`src/rtl/core/sbfcd_pkg.sv`:
```
// Package: types and constants shared by the frame channel decoder
`timescale 1ns / 1ps
`default_nettype none

package sbfcd_pkg;

  // frame geometry
  localparam int DataBytes = 22;
  localparam int NumCh     = 16;
  localparam int ChW       = 11;
  localparam int VelW      = 12;
  localparam int PosW      = 5;
  localparam int ChIdxW    = 4;
  localparam int CfgIdxW   = 3;

  localparam logic [ChIdxW-1:0] LastChIdx = ChIdxW'(NumCh - 1);
  localparam logic [PosW-1:0]   LastPos   = PosW'(DataBytes);

  // register reset values
  localparam logic [ChW-1:0] LossThresholdRst = 11'd100;
  localparam logic [ChW-1:0] StickCenterRst   = 11'd1000;
  localparam logic [ChW-1:0] StopLowRst       = 11'd190;
  localparam logic [ChW-1:0] StopHighRst      = 11'd210;
  localparam logic [ChW-1:0] NormalLowRst     = 11'd990;
  localparam logic [ChW-1:0] NormalHighRst    = 11'd1100;
  localparam logic [ChW-1:0] HomeLowRst       = 11'd1700;
  localparam logic [ChW-1:0] HomeHighRst      = 11'd1900;

  // configuration register indexes
  typedef enum logic [CfgIdxW-1:0] {
    REG_LOSS_THRESHOLD = 3'd0,
    REG_STICK_CENTER   = 3'd1,
    REG_STOP_LOW       = 3'd2,
    REG_STOP_HIGH      = 3'd3,
    REG_NORMAL_LOW     = 3'd4,
    REG_NORMAL_HIGH    = 3'd5,
    REG_HOME_LOW       = 3'd6,
    REG_HOME_HIGH      = 3'd7
  } reg_idx_t;

  // drive modes
  typedef enum logic [1:0] {
    DRIVE_HALT   = 2'd0,
    DRIVE_CRUISE = 2'd1,
    DRIVE_HOME   = 2'd2
  } mode_t;

  typedef struct packed {
    logic [ChW-1:0] loss_threshold;
    logic [ChW-1:0] stick_center;
    logic [ChW-1:0] stop_low;
    logic [ChW-1:0] stop_high;
    logic [ChW-1:0] normal_low;
    logic [ChW-1:0] normal_high;
    logic [ChW-1:0] home_low;
    logic [ChW-1:0] home_high;
  } cfg_t;

  // link status held between frames
  typedef struct packed {
    logic                   connected;
    mode_t                  mode;
    logic signed [VelW-1:0] vel_x;
    logic signed [VelW-1:0] vel_y;
    logic signed [VelW-1:0] vel_turn;
  } status_t;

  typedef struct packed {
    logic [7:0] data_byte;
    logic       frame_start;
  } in_t;

  typedef struct packed {
    logic [ChIdxW-1:0]      channel_index;
    logic [ChW-1:0]         channel_value;
    logic                   last_channel;
    logic                   link_connected;
    logic [1:0]             drive_mode;
    logic signed [VelW-1:0] velocity_x;
    logic signed [VelW-1:0] velocity_y;
    logic signed [VelW-1:0] velocity_turn;
  } out_t;

endpackage

`default_nettype wire

```
`src/rtl/core/sbfcd_decode.sv`:
```
// Channel unpacking and link status update for one complete frame
`timescale 1ns / 1ps
`default_nettype none

module sbfcd_decode (
  input  wire logic [7:0]                   frame_bytes [sbfcd_pkg::DataBytes],
  input  wire sbfcd_pkg::cfg_t              cfg,
  input  wire sbfcd_pkg::status_t           held,
  output logic [sbfcd_pkg::ChW-1:0]         ch [sbfcd_pkg::NumCh],
  output sbfcd_pkg::status_t                status_nxt
);

  localparam int BitsW = 8 * sbfcd_pkg::DataBytes;

  logic [BitsW-1:0]          bits;
  logic [sbfcd_pkg::ChW-1:0] ch4;
  logic                      in_stop;
  logic                      in_normal;
  logic                      in_home;

  // frame data as one little-endian bit string
  always_comb begin
    for (int i = 0; i < sbfcd_pkg::DataBytes; i++) begin
      bits[8*i +: 8] = frame_bytes[i];
    end
  end

  // channel k sits at bits 11k..11k+10
  always_comb begin
    for (int k = 0; k < sbfcd_pkg::NumCh; k++) begin
      ch[k] = bits[sbfcd_pkg::ChW*k +: sbfcd_pkg::ChW];
    end
  end

  // open mode windows on channel four
  assign ch4       = ch[4];
  assign in_stop   = (ch4 > cfg.stop_low)   && (ch4 < cfg.stop_high);
  assign in_normal = (ch4 > cfg.normal_low) && (ch4 < cfg.normal_high);
  assign in_home   = (ch4 > cfg.home_low)   && (ch4 < cfg.home_high);

  // link loss forces stop and keeps velocities
  always_comb begin
    status_nxt = held;
    if (ch[2] < cfg.loss_threshold) begin
      status_nxt.connected = 1'b0;
      status_nxt.mode      = sbfcd_pkg::DRIVE_HALT;
    end else begin
      status_nxt.connected = 1'b1;
      if (in_stop) begin
        status_nxt.mode = sbfcd_pkg::DRIVE_HALT;
      end else if (in_normal) begin
        status_nxt.mode = sbfcd_pkg::DRIVE_CRUISE;
      end else if (in_home) begin
        status_nxt.mode = sbfcd_pkg::DRIVE_HOME;
      end
      status_nxt.vel_x    = $signed({1'b0, ch[0]}) - $signed({1'b0, cfg.stick_center});
      status_nxt.vel_y    = $signed({1'b0, ch[1]}) - $signed({1'b0, cfg.stick_center});
      status_nxt.vel_turn = $signed({1'b0, ch[3]}) - $signed({1'b0, cfg.stick_center});
    end
  end

endmodule

`default_nettype wire

```
`src/rtl/core/sbus_frame_channel_decoder.sv`:
```
// Top level of the serial radio-control frame decoder
`timescale 1ns / 1ps
`default_nettype none

// Takes one frame byte per cycle. A byte with frame_start high is the header;
// the next 22 bytes are collected. Once the 22nd byte is in and no earlier
// burst is still draining, the sixteen 11-bit channels are unpacked, link
// status, drive mode and velocities updated, and a burst of 16 results
// (channel 0 to 15) is loaded into an output shift register that sends one
// result per cycle while out_stall is low. Bytes after the 22nd are ignored
// until the next header. Input bytes are taken every cycle; the input stalls
// only while a complete frame waits for the previous burst of 16 results to
// drain. The last data byte sets pending_r; the burst registers then load
// with the first result. A frame is at least 23 bytes and a burst 16 results,
// so with the output taking a result each cycle the burst overlaps the next
// frame and the input never stalls: the sustained rate is one byte per cycle.
// Configuration registers are written through cfg_we/cfg_index/cfg_wdata.
module sbus_frame_channel_decoder (
  input  wire logic                              clk,
  input  wire logic                              rst_n,
  input  wire logic                              in_valid,
  output logic                                   in_stall,
  input  wire sbfcd_pkg::in_t                    in_data,
  output logic                                   out_valid,
  input  wire logic                              out_stall,
  output sbfcd_pkg::out_t                        out_data,
  input  wire logic                              cfg_we,
  input  wire logic [sbfcd_pkg::CfgIdxW-1:0]     cfg_index,
  input  wire logic [sbfcd_pkg::ChW-1:0]         cfg_wdata
);

  sbfcd_pkg::cfg_t                  cfg_r;
  sbfcd_pkg::status_t               status_r;
  sbfcd_pkg::status_t               status_nxt;
  logic [7:0]                       frame_bytes_r [sbfcd_pkg::DataBytes];
  logic [sbfcd_pkg::PosW-1:0]       pos_r;
  logic [sbfcd_pkg::PosW-1:0]       wr_idx;
  logic                             pending_r;
  logic                             burst_r;
  logic [sbfcd_pkg::ChIdxW-1:0]     cnt_r;
  logic [sbfcd_pkg::ChW-1:0]        ch_r [sbfcd_pkg::NumCh];
  logic [sbfcd_pkg::ChW-1:0]        dec_ch [sbfcd_pkg::NumCh];
  logic                             in_acc;
  logic                             out_acc;
  logic                             burst_done;
  logic                             load_go;
  logic                             byte_wr;

  // handshakes
  assign out_acc    = burst_r && !out_stall;
  assign burst_done = out_acc && (cnt_r == sbfcd_pkg::LastChIdx);
  assign load_go    = pending_r && (!burst_r || burst_done);
  assign in_stall   = pending_r && !load_go;
  assign in_acc     = in_valid && !in_stall;
  assign byte_wr    = in_acc && !in_data.frame_start && (pos_r != '0);
  assign wr_idx     = pos_r - sbfcd_pkg::PosW'(1);

  // configuration registers
  always_ff @(posedge clk) begin
    if (!rst_n) begin
      cfg_r.loss_threshold <= sbfcd_pkg::LossThresholdRst;
      cfg_r.stick_center   <= sbfcd_pkg::StickCenterRst;
      cfg_r.stop_low       <= sbfcd_pkg::StopLowRst;
      cfg_r.stop_high      <= sbfcd_pkg::StopHighRst;
      cfg_r.normal_low     <= sbfcd_pkg::NormalLowRst;
      cfg_r.normal_high    <= sbfcd_pkg::NormalHighRst;
      cfg_r.home_low       <= sbfcd_pkg::HomeLowRst;
      cfg_r.home_high      <= sbfcd_pkg::HomeHighRst;
    end else if (cfg_we) begin
      case (sbfcd_pkg::reg_idx_t'(cfg_index))
        sbfcd_pkg::REG_LOSS_THRESHOLD: cfg_r.loss_threshold <= cfg_wdata;
        sbfcd_pkg::REG_STICK_CENTER:   cfg_r.stick_center   <= cfg_wdata;
        sbfcd_pkg::REG_STOP_LOW:       cfg_r.stop_low       <= cfg_wdata;
        sbfcd_pkg::REG_STOP_HIGH:      cfg_r.stop_high      <= cfg_wdata;
        sbfcd_pkg::REG_NORMAL_LOW:     cfg_r.normal_low     <= cfg_wdata;
        sbfcd_pkg::REG_NORMAL_HIGH:    cfg_r.normal_high    <= cfg_wdata;
        sbfcd_pkg::REG_HOME_LOW:       cfg_r.home_low       <= cfg_wdata;
        sbfcd_pkg::REG_HOME_HIGH:      cfg_r.home_high      <= cfg_wdata;
        default:                       cfg_r                <= cfg_r;
      endcase
    end
  end

  // byte position tracking and frame completion
  always_ff @(posedge clk) begin
    if (!rst_n) begin
      pos_r     <= '0;
      pending_r <= 1'b0;
    end else begin
      if (load_go) begin
        pending_r <= 1'b0;
      end
      if (in_acc) begin
        if (in_data.frame_start) begin
          pos_r <= sbfcd_pkg::PosW'(1);
        end else if (pos_r != '0) begin
          if (pos_r == sbfcd_pkg::LastPos) begin
            pos_r     <= '0;
            pending_r <= 1'b1;
          end else begin
            pos_r <= pos_r + sbfcd_pkg::PosW'(1);
          end
        end
      end
    end
  end

  // frame data store
  always_ff @(posedge clk) begin
    if (byte_wr) begin
      frame_bytes_r[wr_idx] <= in_data.data_byte;
    end
  end

  sbfcd_decode u_decode (
    .frame_bytes (frame_bytes_r),
    .cfg         (cfg_r),
    .held        (status_r),
    .ch          (dec_ch),
    .status_nxt  (status_nxt)
  );

  // held link status
  always_ff @(posedge clk) begin
    if (!rst_n) begin
      status_r <= '0;
    end else if (load_go) begin
      status_r <= status_nxt;
    end
  end

  // result burst control
  always_ff @(posedge clk) begin
    if (!rst_n) begin
      burst_r <= 1'b0;
      cnt_r   <= '0;
    end else if (load_go) begin
      burst_r <= 1'b1;
      cnt_r   <= '0;
    end else if (out_acc) begin
      cnt_r <= cnt_r + sbfcd_pkg::ChIdxW'(1);
      if (burst_done) begin
        burst_r <= 1'b0;
      end
    end
  end

  // channel shift register, head is the current result
  always_ff @(posedge clk) begin
    if (load_go) begin
      ch_r <= dec_ch;
    end else if (out_acc) begin
      for (int i = 0; i < sbfcd_pkg::NumCh - 1; i++) begin
        ch_r[i] <= ch_r[i+1];
      end
    end
  end

  // result payload
  assign out_valid = burst_r;
  always_comb begin
    out_data.channel_index  = cnt_r;
    out_data.channel_value  = ch_r[0];
    out_data.last_channel   = (cnt_r == sbfcd_pkg::LastChIdx);
    out_data.link_connected = status_r.connected;
    out_data.drive_mode     = status_r.mode;
    out_data.velocity_x     = status_r.vel_x;
    out_data.velocity_y     = status_r.vel_y;
    out_data.velocity_turn  = status_r.vel_turn;
  end

endmodule

`default_nettype wire
```
`config.mk`:
```
export PLATFORM = sky130hd
export DESIGN_NAME = sbus_frame_channel_decoder
export DESIGN_NICKNAME = d
export VERILOG_FILES = /design/src/rtl/core/sbfcd_pkg.sv /design/src/rtl/core/sbfcd_decode.sv /design/src/rtl/core/sbus_frame_channel_decoder.sv
export SDC_FILE = /design/constraint.sdc
export NUM_CORES = 1
export LEC_CHECK = 0
export BUFFER_PORTS_ARGS = -buffer_cell sky130_fd_sc_hd__buf_2
export CAP_MARGIN = 25
export CORE_ASPECT_RATIO = 0.7
export CORE_MARGIN = 2
export CORE_UTILIZATION = 25
export DETAILED_ROUTE_END_ITERATION = 8
export PLACE_DENSITY_LB_ADDON = 0.05
export SLEW_MARGIN = 40
export SYNTH_ARGS = -nofsm -noshare
export SYNTH_HDL_FRONTEND = slang
export SYNTH_HIERARCHICAL = 1
export SYNTH_SLANG_ARGS = --single-unit
```
`constraint.sdc`:
```
create_clock -name clk -period 27.2 [get_ports clk]
set_input_delay 1.36 -clock clk [delete_from_list [all_inputs] [get_ports clk]]
set_output_delay 1.36 -clock clk [all_outputs]
set_load 0.05 [all_outputs]
```
After elaboration in Yosys (flattened, before gate mapping)
Cells that the tools add are included.
- word-level logic and storage cells: 138
- bits in registers: 490
- input bits: 28
- reduce and logical (&&, ||, !) cells: 36
- muxes and demuxes: 20
- add/subtract/negate cells: 6
- order comparisons: 9
- bitwise gates (word level): 3
- equal/unequal tests: 9
- operators with widths (kind ; count):
    2-to-1 mux 165 bit ; 2
    bitwise mux 176 bit ; 1
    less-than comparator 11 bit ; 4
    demux 8 bit (select 5 bit) ; 1
    subtractor 11 x 11 -> 12 bit ; 3
    greater-than comparator 11 bit ; 3
    AND reduction 2 bit ; 12
    2-to-1 mux 5 bit ; 3
    equality test 3 bit, second input constant ; 4
    logical AND 1 bit ; 11
    2-to-1 mux 1 bit ; 8
    2-to-1 mux 8 bit ; 1
    equality test 3 x 2 -> 1 bit, second input constant ; 2
    greater-or-equal comparator 6 bit, second input constant ; 1
    less-than comparator 6 x 1 -> 1 bit, second input constant ; 1
    2-to-1 mux 2 bit ; 3
    NOT 5 -> 6 bit ; 1
    nonzero test 2 bit ; 3
    adder 5 x 1 -> 5 bit, second input constant ; 1
    equality test 5 bit, second input constant ; 1
    logical NOT 1 bit ; 5
    nonzero test 5 bit ; 1
    subtractor 5 x 1 -> 5 bit, second input constant ; 1
    adder 4 x 1 -> 4 bit, second input constant ; 1
    8 further kinds ; 9

Logic depth before layout (Yosys ltp)
Gate-level depths: netlist of run 1.
- depth after elaboration: 11
- depth in mapped cells: 13

Hierarchy
The synthesis of run 1 kept the hierarchy.
- modules (own cells, without submodules) (module ; sequential area each (um^2) ; area each (um^2) ; instances ; cells each):
    sbus_frame_channel_decoder ; 13332.8 ; 18286.3 ; 1 ; 1265
    sbfcd_decode ; 0.0 ; 4848.4 ; 1 ; 681

Worst setup path before layout of run 1
No wires, ideal clock.
- kind: input port to flip-flop
- start point: input out_stall
- end point: register ch_r[100] (netlist name), enable pin
- data arrival time: 9.307 ns
- path buffers: 0
- data required time: 26.456 ns
- stages on the path: 1
- path slack: 17.149 ns
- cell sequence: a21oi_1
- longest elaborated chain between the ends: 6
- RTL lines (what ; line ; source):
    start: declaration ; sbus_frame_channel_decoder.sv:25 ; input wire logic out_stall,
    logical NOT 1 bit * ; sbus_frame_channel_decoder.sv:50 ; assign out_acc = burst_r && !out_stall;
    logical AND 1 bit * ; sbus_frame_channel_decoder.sv:50 ;
    logical AND 1 bit ; sbus_frame_channel_decoder.sv:51 ; assign burst_done = out_acc && (cnt_r == sbfcd_pkg::LastChIdx);
    logical OR 1 bit ; sbus_frame_channel_decoder.sv:52 ; assign load_go = pending_r && (!burst_r || burst_done);
    logical AND 1 bit ; sbus_frame_channel_decoder.sv:52 ;
    nonzero test 2 bit (no line) * ; n/a ;
    end signal: assignment ; sbus_frame_channel_decoder.sv:151 ; ch_r <= dec_ch;
    end signal: indexed assignment ; sbus_frame_channel_decoder.sv:154 ; ch_r[i] <= ch_r[i+1];
    end: declaration ; sbus_frame_channel_decoder.sv:41 ; logic [sbfcd_pkg::ChW-1:0] ch_r [sbfcd_pkg::NumCh];
Mark *: on every way between the ends. The rest lies on a longest branch, timed or not.
A chain may end at the register's enable or synchronous reset.

Worst setup path in the final report of run 1
- start point: input out_stall
- end point: output in_stall
- longest elaborated chain between the ends: 7
- RTL lines (what ; line ; source):
    logical NOT 1 bit ; sbus_frame_channel_decoder.sv:50 ;
    logical AND 1 bit ; sbus_frame_channel_decoder.sv:50 ;
    logical AND 1 bit ; sbus_frame_channel_decoder.sv:51 ;
    logical OR 1 bit ; sbus_frame_channel_decoder.sv:52 ;
    logical AND 1 bit ; sbus_frame_channel_decoder.sv:52 ;
    logical NOT 1 bit ; sbus_frame_channel_decoder.sv:53 ; assign in_stall = pending_r && !load_go;
    logical AND 1 bit ; sbus_frame_channel_decoder.sv:53 ;
    end: declaration ; sbus_frame_channel_decoder.sv:22 ; output logic in_stall,
No other way between the ends.

==> results of run 1 <==
## critical path, delay by kind of cell
| kind | cells | cell delay [ps] |
|---|---|---|
| buffers and inverters | 2 | 420 |
| and+or+nand+nor | 2 | 350 |
## power groups by stage
stage | combinational (mW) | sequential [mW] | clock (mW)
after floorplan | 0.0308 | 0.816 | 0
after global placement | 0.0540 | 0.817 | 0
after detailed placement | 0.0548 | 0.817 | 0
after CTS | 0.0550 | 0.800 | 0.791
after global routing | 0.0604 | 0.801 | 0.817
final | 0.0536 | 0.801 | 0.761
## per-layer routing
layer / wire (um) / track usage (%) / vias to the layer above
li1: - / - / 6444
met2: 26600 / 19.4 / 178
met4: 1020 / 3.01 / 0
met3: 2340 / 2.23 / 66
met5: 0 / 0 / -
met1: 34500 / 21.0 / 6593
## placed cells by master (no fill, tap or decap), types with 6 or more instances in the layout
master       n
edfxtp_1   352
buf_2       78
clkinv_2     6
xnor2_1      9
a211oi_1     7
clkbuf_1    13
dfxtp_1    138
nor3_1      12
and3_1       8
xor2_1      10
o21ai_0     83
inv_1       95
nor2_1      39
nor2b_1     18
buf_4       11
nor2_2      12
a21oi_1     91
nand3_1     94
a21o_1      20
nand2_1    276
clkbuf_16   56
ha_1       113
nand4_1     16
o21a_1      13
mux2_2      64
o31ai_1     10
nand2b_1    20
mux2_1     101
## metrics by stage
stage	util, %	worst slack (ps)
after floorplan	-	17150
after global placement	25.3	22760
after detailed placement	25.4	22860
after CTS	27.4	23380
after global routing	27.4	23450
final	27.4	23710
## flip-flops by register name, indices dropped and copies added, names as in the netlist
register,flops
cfg_r,88
cnt_r,4
pending_r,1
out_valid,1
pos_r,5
frame_bytes_r,176
ch_r,165
out_data,50
## cell type report
type                            count  area [um2]
Tap cell                         1235        1550
Timing Repair Buffer               96         618
Antenna cell                        2        5.00
Clock buffer                       77        1540
Clock inverter                     20         253
Sequential cell                   490       13300
Multi-Input combinational cell   1084        7520
Fill cell                        9390       66600
Inverter                           97         365
## logic make-up (layout without fill, tap and decap cells)
family	after synthesis	in the layout
and+or+nand+nor	519	519
DFF	490	490
buffers and inverters	372	290
AOI/OAI and AO/OA	262	262
muxes	168	168
adders and majority gates	116	116
xor gates and xnor gates	19	19
other	0	2
## how the worst max path moves through the flow
stage	from	to	slack, ps
5_1_grt	pos_r[0]	frame_bytes_r[68]	23450
4_1_cts	pos_r[0]	frame_bytes_r[6]	23380
6_report	out_stall	in_stall	23710
2_1_floorplan	out_stall	ch_r[100]	17150
3_3_place_gp	out_stall	ch_r[140]	22760
3_5_place_dp	out_stall	frame_bytes_r[3]	22860
==> results by group, run 1 <==
Clocking
  – Clock buffer depth: 3
  – Clock transition at the registers of the reported paths: approximately 60 ps
  – Max H-tree Level: 2
  – CTS root buf: clkbuf_16
  – TritonCTS clock tree: done
  – CTS-repair resized insts: 0
  – Cts hold-fix bufs: 0
  – Total CTS buffers: between 50 and 60
  – Setup bufs post-CTS: 0
  – Skew-Pair Late Insertion Delay: 620 ps
  – Clock sinks: ~500

Floorplanning
  – Ports: 85
  – Die Width: around 370 um
  – Num rows: 93
  – Die Span Y: 259 um
  – Die area: 0.0950 mm2
  – CORE AREA: between 0.09 and 0.1 mm2
  – Initial Util: around a quarter

Worst setup path
  – R2R depth: 6
  – CP max-delay cell: buf_2
  – Reg-to-Reg Start: pos_r[0]
  – CP Data Required Time: 25840 ps
  – Critical Path Sink Type: primary output
  – WP data arrival: 2130 ps
  – CP Cell Sequence: buf_2 > and4b_1 > nor2_1 > buf_2
  – CP max stage delay: 280 ps
  – Worst R2R Setup Slack: around 24000 ps
  – Crit path max fanout: 4
  – Reg-to-reg endpoint: frame_bytes_r[65]
  – Critical path type: input port to primary output
  – Nature of the critical path startpoint: input port
  – Critical Path Most Common Cell: buf_2

Routing
  – Routed WL per cell: 20.8 um
  – Total number of vias: around 13000
  – DRT iter0 DRCs: between 800 and 900
  – Initial DRT Pass Iterations: 5
  – Residual DRC: 0
  – Vias per inst: 4.28
  – Final wirelength: between 60000 and 70000 um
  – Routed Antenna Nets: 0

Synthesis
  – Post-synthesis sequential element count: 490
  – Post-Synthesis Cell Area: roughly 0.023 mm2
  – Adder-cell share of the synthesized area: between 6 and 7%
  – Sequential area share after synthesis: between 50% and 60%
  – Top cells by count, synth: edfxtp_1, nand2_1, buf_4
  – Synth Area in XOR/XNOR: 0.719%
  – Synth warn: 6
  – Top cells by area, synth: edfxtp_1, dfxtp_1, buf_4, ha_1, mux2_1
  – Post-synth EDFFs: roughly 350
  – Post-synthesis mux area share: 8.20%
  – Post-synth top area cell: edfxtp_1
  – Largest family of logic cells by synthesized area: buffers and inverters
  – Post-synth top area share: a little under half
  – Post-synth ARST share: 0%
  – Top-count cell post-synth: edfxtp_1
  – Synth unique cells: 66
  – Syn nets: about 2100
  – Post-synthesis cell count: roughly 2000
  – Mean Syn Cell Area: 11.9 um2
  – Compound-Gate Fraction of Synth Area: roughly 6.8%
  – Simple-Gate Fraction of Synth Area: between 10% and 20%
  – Most frequently used flop master after synthesis: edfxtp_1

GRT
  – Grt ovf: 0
  – First-pass GRT wire length: 94300 um
  – Total global-route track usage: 13.5%
  – Antenna violations before repair: 3
  – Largest net degree at the start of global routing: 97
  – Vias in the first global route: around 13000

Pwr
  – Psw: around 0.36 mW
  – Peak supply drop: between 0.00004 and 0.00005 V
  – Static Leak: 9.12 nW
  – Clock power share: 47.1%
  – Switching part of the total power: 22.3%
  – PD cells: about 64 mW/mm2
  – Pint: approximately 1.3 mW
  – Combinational share of power: 3.3%
  – Sequential power share: ~50%
  – PnR Total Power: approximately 1.6 mW

Timing
  – Setup Skew: ~18 ps
  – Max-slew violations: 0
  – RSZ-0062 raised after global routing: no
  – Tcrit/Tclk final: 12.8%
  – Setup TNS: 0 ps
  – Tmin final: around 3500 ps
  – Worst-Margin Slew: between 800 and 900 ps
  – Worst hold margin: 420 ps
  – Hold Violations, Final: 0
  – Max_slew headroom: between 40% and 50%
  – Achievable frequency: 287 MHz
  – Endpoints failing setup: 0

Place
  – GPL Wtd Cong: between 0.7 and 0.8
  – Hpwl dp: roughly 41000 um
  – Post-DP Area: about 0.023 mm2
  – Placed insts: 3002
  – IO buf count: 84

Cells and area
  – Area growth from synthesis to layout: 8.85%
  – Finished Cell Area: approximately 0.025 mm2
  – Layout cell share with drive strength beyond 1: between 10% and 20%
  – Layout Cells excl Fill: between 3000 and 4000
  – Layout Nets: slightly below 2000

Hold path
  – Hold path cells: 0
  – Hold_sp: frame_bytes_r[2]
  – Hold endpoint: ch_r[5]
  – Worst min path class: flop to flop

Flow run
  – Max-Cap Viols: 0

Status
  – Status: completed
(Power assumes the default switching activity.)
==> run 2, diff against run 1 <==
clock period = 2.8 ns   (was 27.2 ns; I/O delays follow)
==> results by group, run 2 (synthesis results as in run 1) <==
Cells and area
  – Layout cell share with drive strength beyond 1: 16.6% (+1.4 points)
  – Commonest cells after routing, fill and taps aside: edfxtp_1, nand2_1, dfxtp_1
  – Post-Route Utilization: 28.0% (+0.53 points)
  – Max reg flops: 176 (unchanged)
  – Layout Nets: 2039 (+3.7%)
  – Leading cell type in the layout, fill and taps excluded: edfxtp_1
  – Regs by FF count: frame_bytes_r (176), ch_r (165), cfg_r (88)
  – Fill cells: 9408 (+0.19%)
  – Reg with most FFs: frame_bytes_r
  – Area growth from synthesis to layout: 10.9%

Clocking
  – Skew-Pair Late Insertion Delay: 620 ps (about the same)
  – Setup bufs post-CTS: 0 (unchanged)
  – CTS root buf: clkbuf_16
  – Clock buffer depth: 3 (unchanged)
  – Max H-tree Level: 2 (unchanged)
  – Clock transition at the registers of the reported paths: 60 ps (about the same)
  – TritonCTS clock tree: done
  – Clock sinks: 490 (unchanged)
  – Total CTS buffers: 55 (+1.9%)

Routing
  – Total number of vias: 13496 (+1.6%)
  – Final wirelength: 64500 um (+0.15%)
  – Residual DRC: 0 (unchanged)
  – Routed WL per cell: 20.3 um (-2.3%)
  – DRT iter0 DRCs: 857 (+0.23%)
  – Vias per inst: 4.24 (-0.91%)
  – Initial DRT Pass Iterations: 5 (unchanged)
  – Routed Antenna Nets: 0 (unchanged)

GRT
  – Largest net degree at the start of global routing: 128 (+32%)
  – Total global-route track usage: 13.5% (-0.018 points)
  – First-pass GRT wire length: 94800 um (+0.57%)
  – Vias in the first global route: 13543 (+2.4%)
  – Antenna violations before repair: 6 (+3)
  – Grt ovf: 0 (unchanged)

Place
  – GPL Wtd Cong: 0.770 (+4.8%)
  – DP Worst Slack: 141 ps (-22720 ps)
  – Hpwl dp: 41700 um (+1.0%)
  – IO buf count: 84 (unchanged)

Status
  – Status: completed

Floorplanning
  – Ports: 85 (unchanged)
  – Die area: 0.0950 mm2 (unchanged)
  – Die Span Y: 259 um (unchanged)
  – Die Width: 368 um (unchanged)
  – CORE AREA: 0.0918 mm2 (unchanged)
  – Initial Util: 25.2% (unchanged)
  – Num rows: 93 (unchanged)

Pwr
  – Clock power share: 45.7% (-1.4 points)
  – Static Leak: 9.45 nW (+3.6%)
  – Switching part of the total power: 23.0% (+0.67 points)
  – Pint: 11.8 mW (+840%)
  – Combinational share of power: 3.7% (+0.4 points)
  – PD cells: 598 mW/mm2 (+830%)
  – Peak supply drop: 0.000393 V (+730%)
  – Sequential power share: 50.6% (+1.0 points)
  – Psw: 3.52 mW (+880%)

Worst setup path
  – Worst R2R Setup Slack: 180 ps (-23590 ps)
  – Critical Path Sink Type: flop
  – Critical Path Most Common Cell: buf_4
  – CP max stage delay: 480 ps (+200 ps)
  – CP Cell Sequence: inv_1 > ha_1 > buf_4 > o41ai_1 > and2_1 > nor2b_1 > buf_4
  – CP max-delay cell: o41ai_1
  – CP Data Required Time: 3120 ps (-22720 ps)
  – Nature of the critical path startpoint: flop
  – WP data arrival: 2940 ps (+810 ps)
  – Crit path max-delay family: simple AND/OR/NAND/NOR gates
  – Sum of buffers and inverters on the critical path: 3 (+1)
  – Critical path type: flop to flop
  – Crit path max fanout: 9 (+5)

Timing
  – Achievable frequency: 381 MHz
  – Tcrit/Tclk final: 93.6%
  – Max-slew violations: 0 (unchanged)
  – Hold Violations, Final: 0 (unchanged)
  – RSZ-0062 raised after global routing: no
  – Endpoints failing setup: 0 (unchanged)
  – Setup ws final: 178 ps (-23530 ps)
  – Tmin final: about 2600 ps
  – Setup Skew: 20.9 ps (+2.79 ps)
  – Worst-Margin Slew: 637 ps (-195 ps)
  – Setup TNS: 0 ps (unchanged)
  – Max_slew headroom: 56.4% (+12 points)

Hold path
  – Worst min path class: input port to flop

Flow run
  – Max-Cap Viols: 0 (unchanged)
run 2: layer usage:
metal  vias up  track usage, %  wire [um]
met5         -               0          0
li1       6589               -          -
met2       199            19.2      26200
met3        72            1.98       2070
met4         0            3.49       1220
met1      6636            21.1      35100
run 2: timing repair:
action / 4_1_cts / 5_1_grt
setup endpoints to repair: 0 / 2
gates resized for setup: 0 / 2
hold buffers: 18 / 0
endpoints found under the hold margin: 101 / 0
run 2: path summary, 6_finish.rpt:
path | start | end | cells past startpoint
max | pos_r[1] | frame_bytes_r[160] | 7
min reg2reg | frame_bytes_r[4] | ch_r[7] | 0
max reg2reg | pos_r[1] | frame_bytes_r[160] | 7
min | in_data[1] | frame_bytes_r[24] | 1
run 2: layout make-up:
cell class                 count  area (um2)  area share, %
sequential                   490       13300           52.0
multi-input combinational   1084        7480           29.2
tap                         1235        1550           6.02
clock buffer                  74        1520           5.92
timing repair buffer         167        1220           4.77
inverter                      97         365           1.42
clock inverter                28         176          0.687
antenna                        5        12.5         0.0488
run 2: through the flow:
stage                     power (mW)  area [um2]  cells  hold slack, ps
final                           15.3       25700   3180            42.6
after global routing            16.0       25700   3175            27.0
after CTS                       15.7       25600   3175            13.3
after detailed placement        8.49       23800   3055             405
after global placement          8.49       23700   3055             400
after floorplan                 8.22       23200   1946             239
run 2: power groups by stage:
stage | clock network, mW | logic, mW | registers, mW
after global routing | 7.59 | 0.633 | 7.77
after detailed placement | 0 | 0.560 | 7.93
after floorplan | 0 | 0.299 | 7.93
after CTS | 7.32 | 0.583 | 7.77
final | 7.01 | 0.564 | 7.77
after global placement | 0 | 0.557 | 7.93
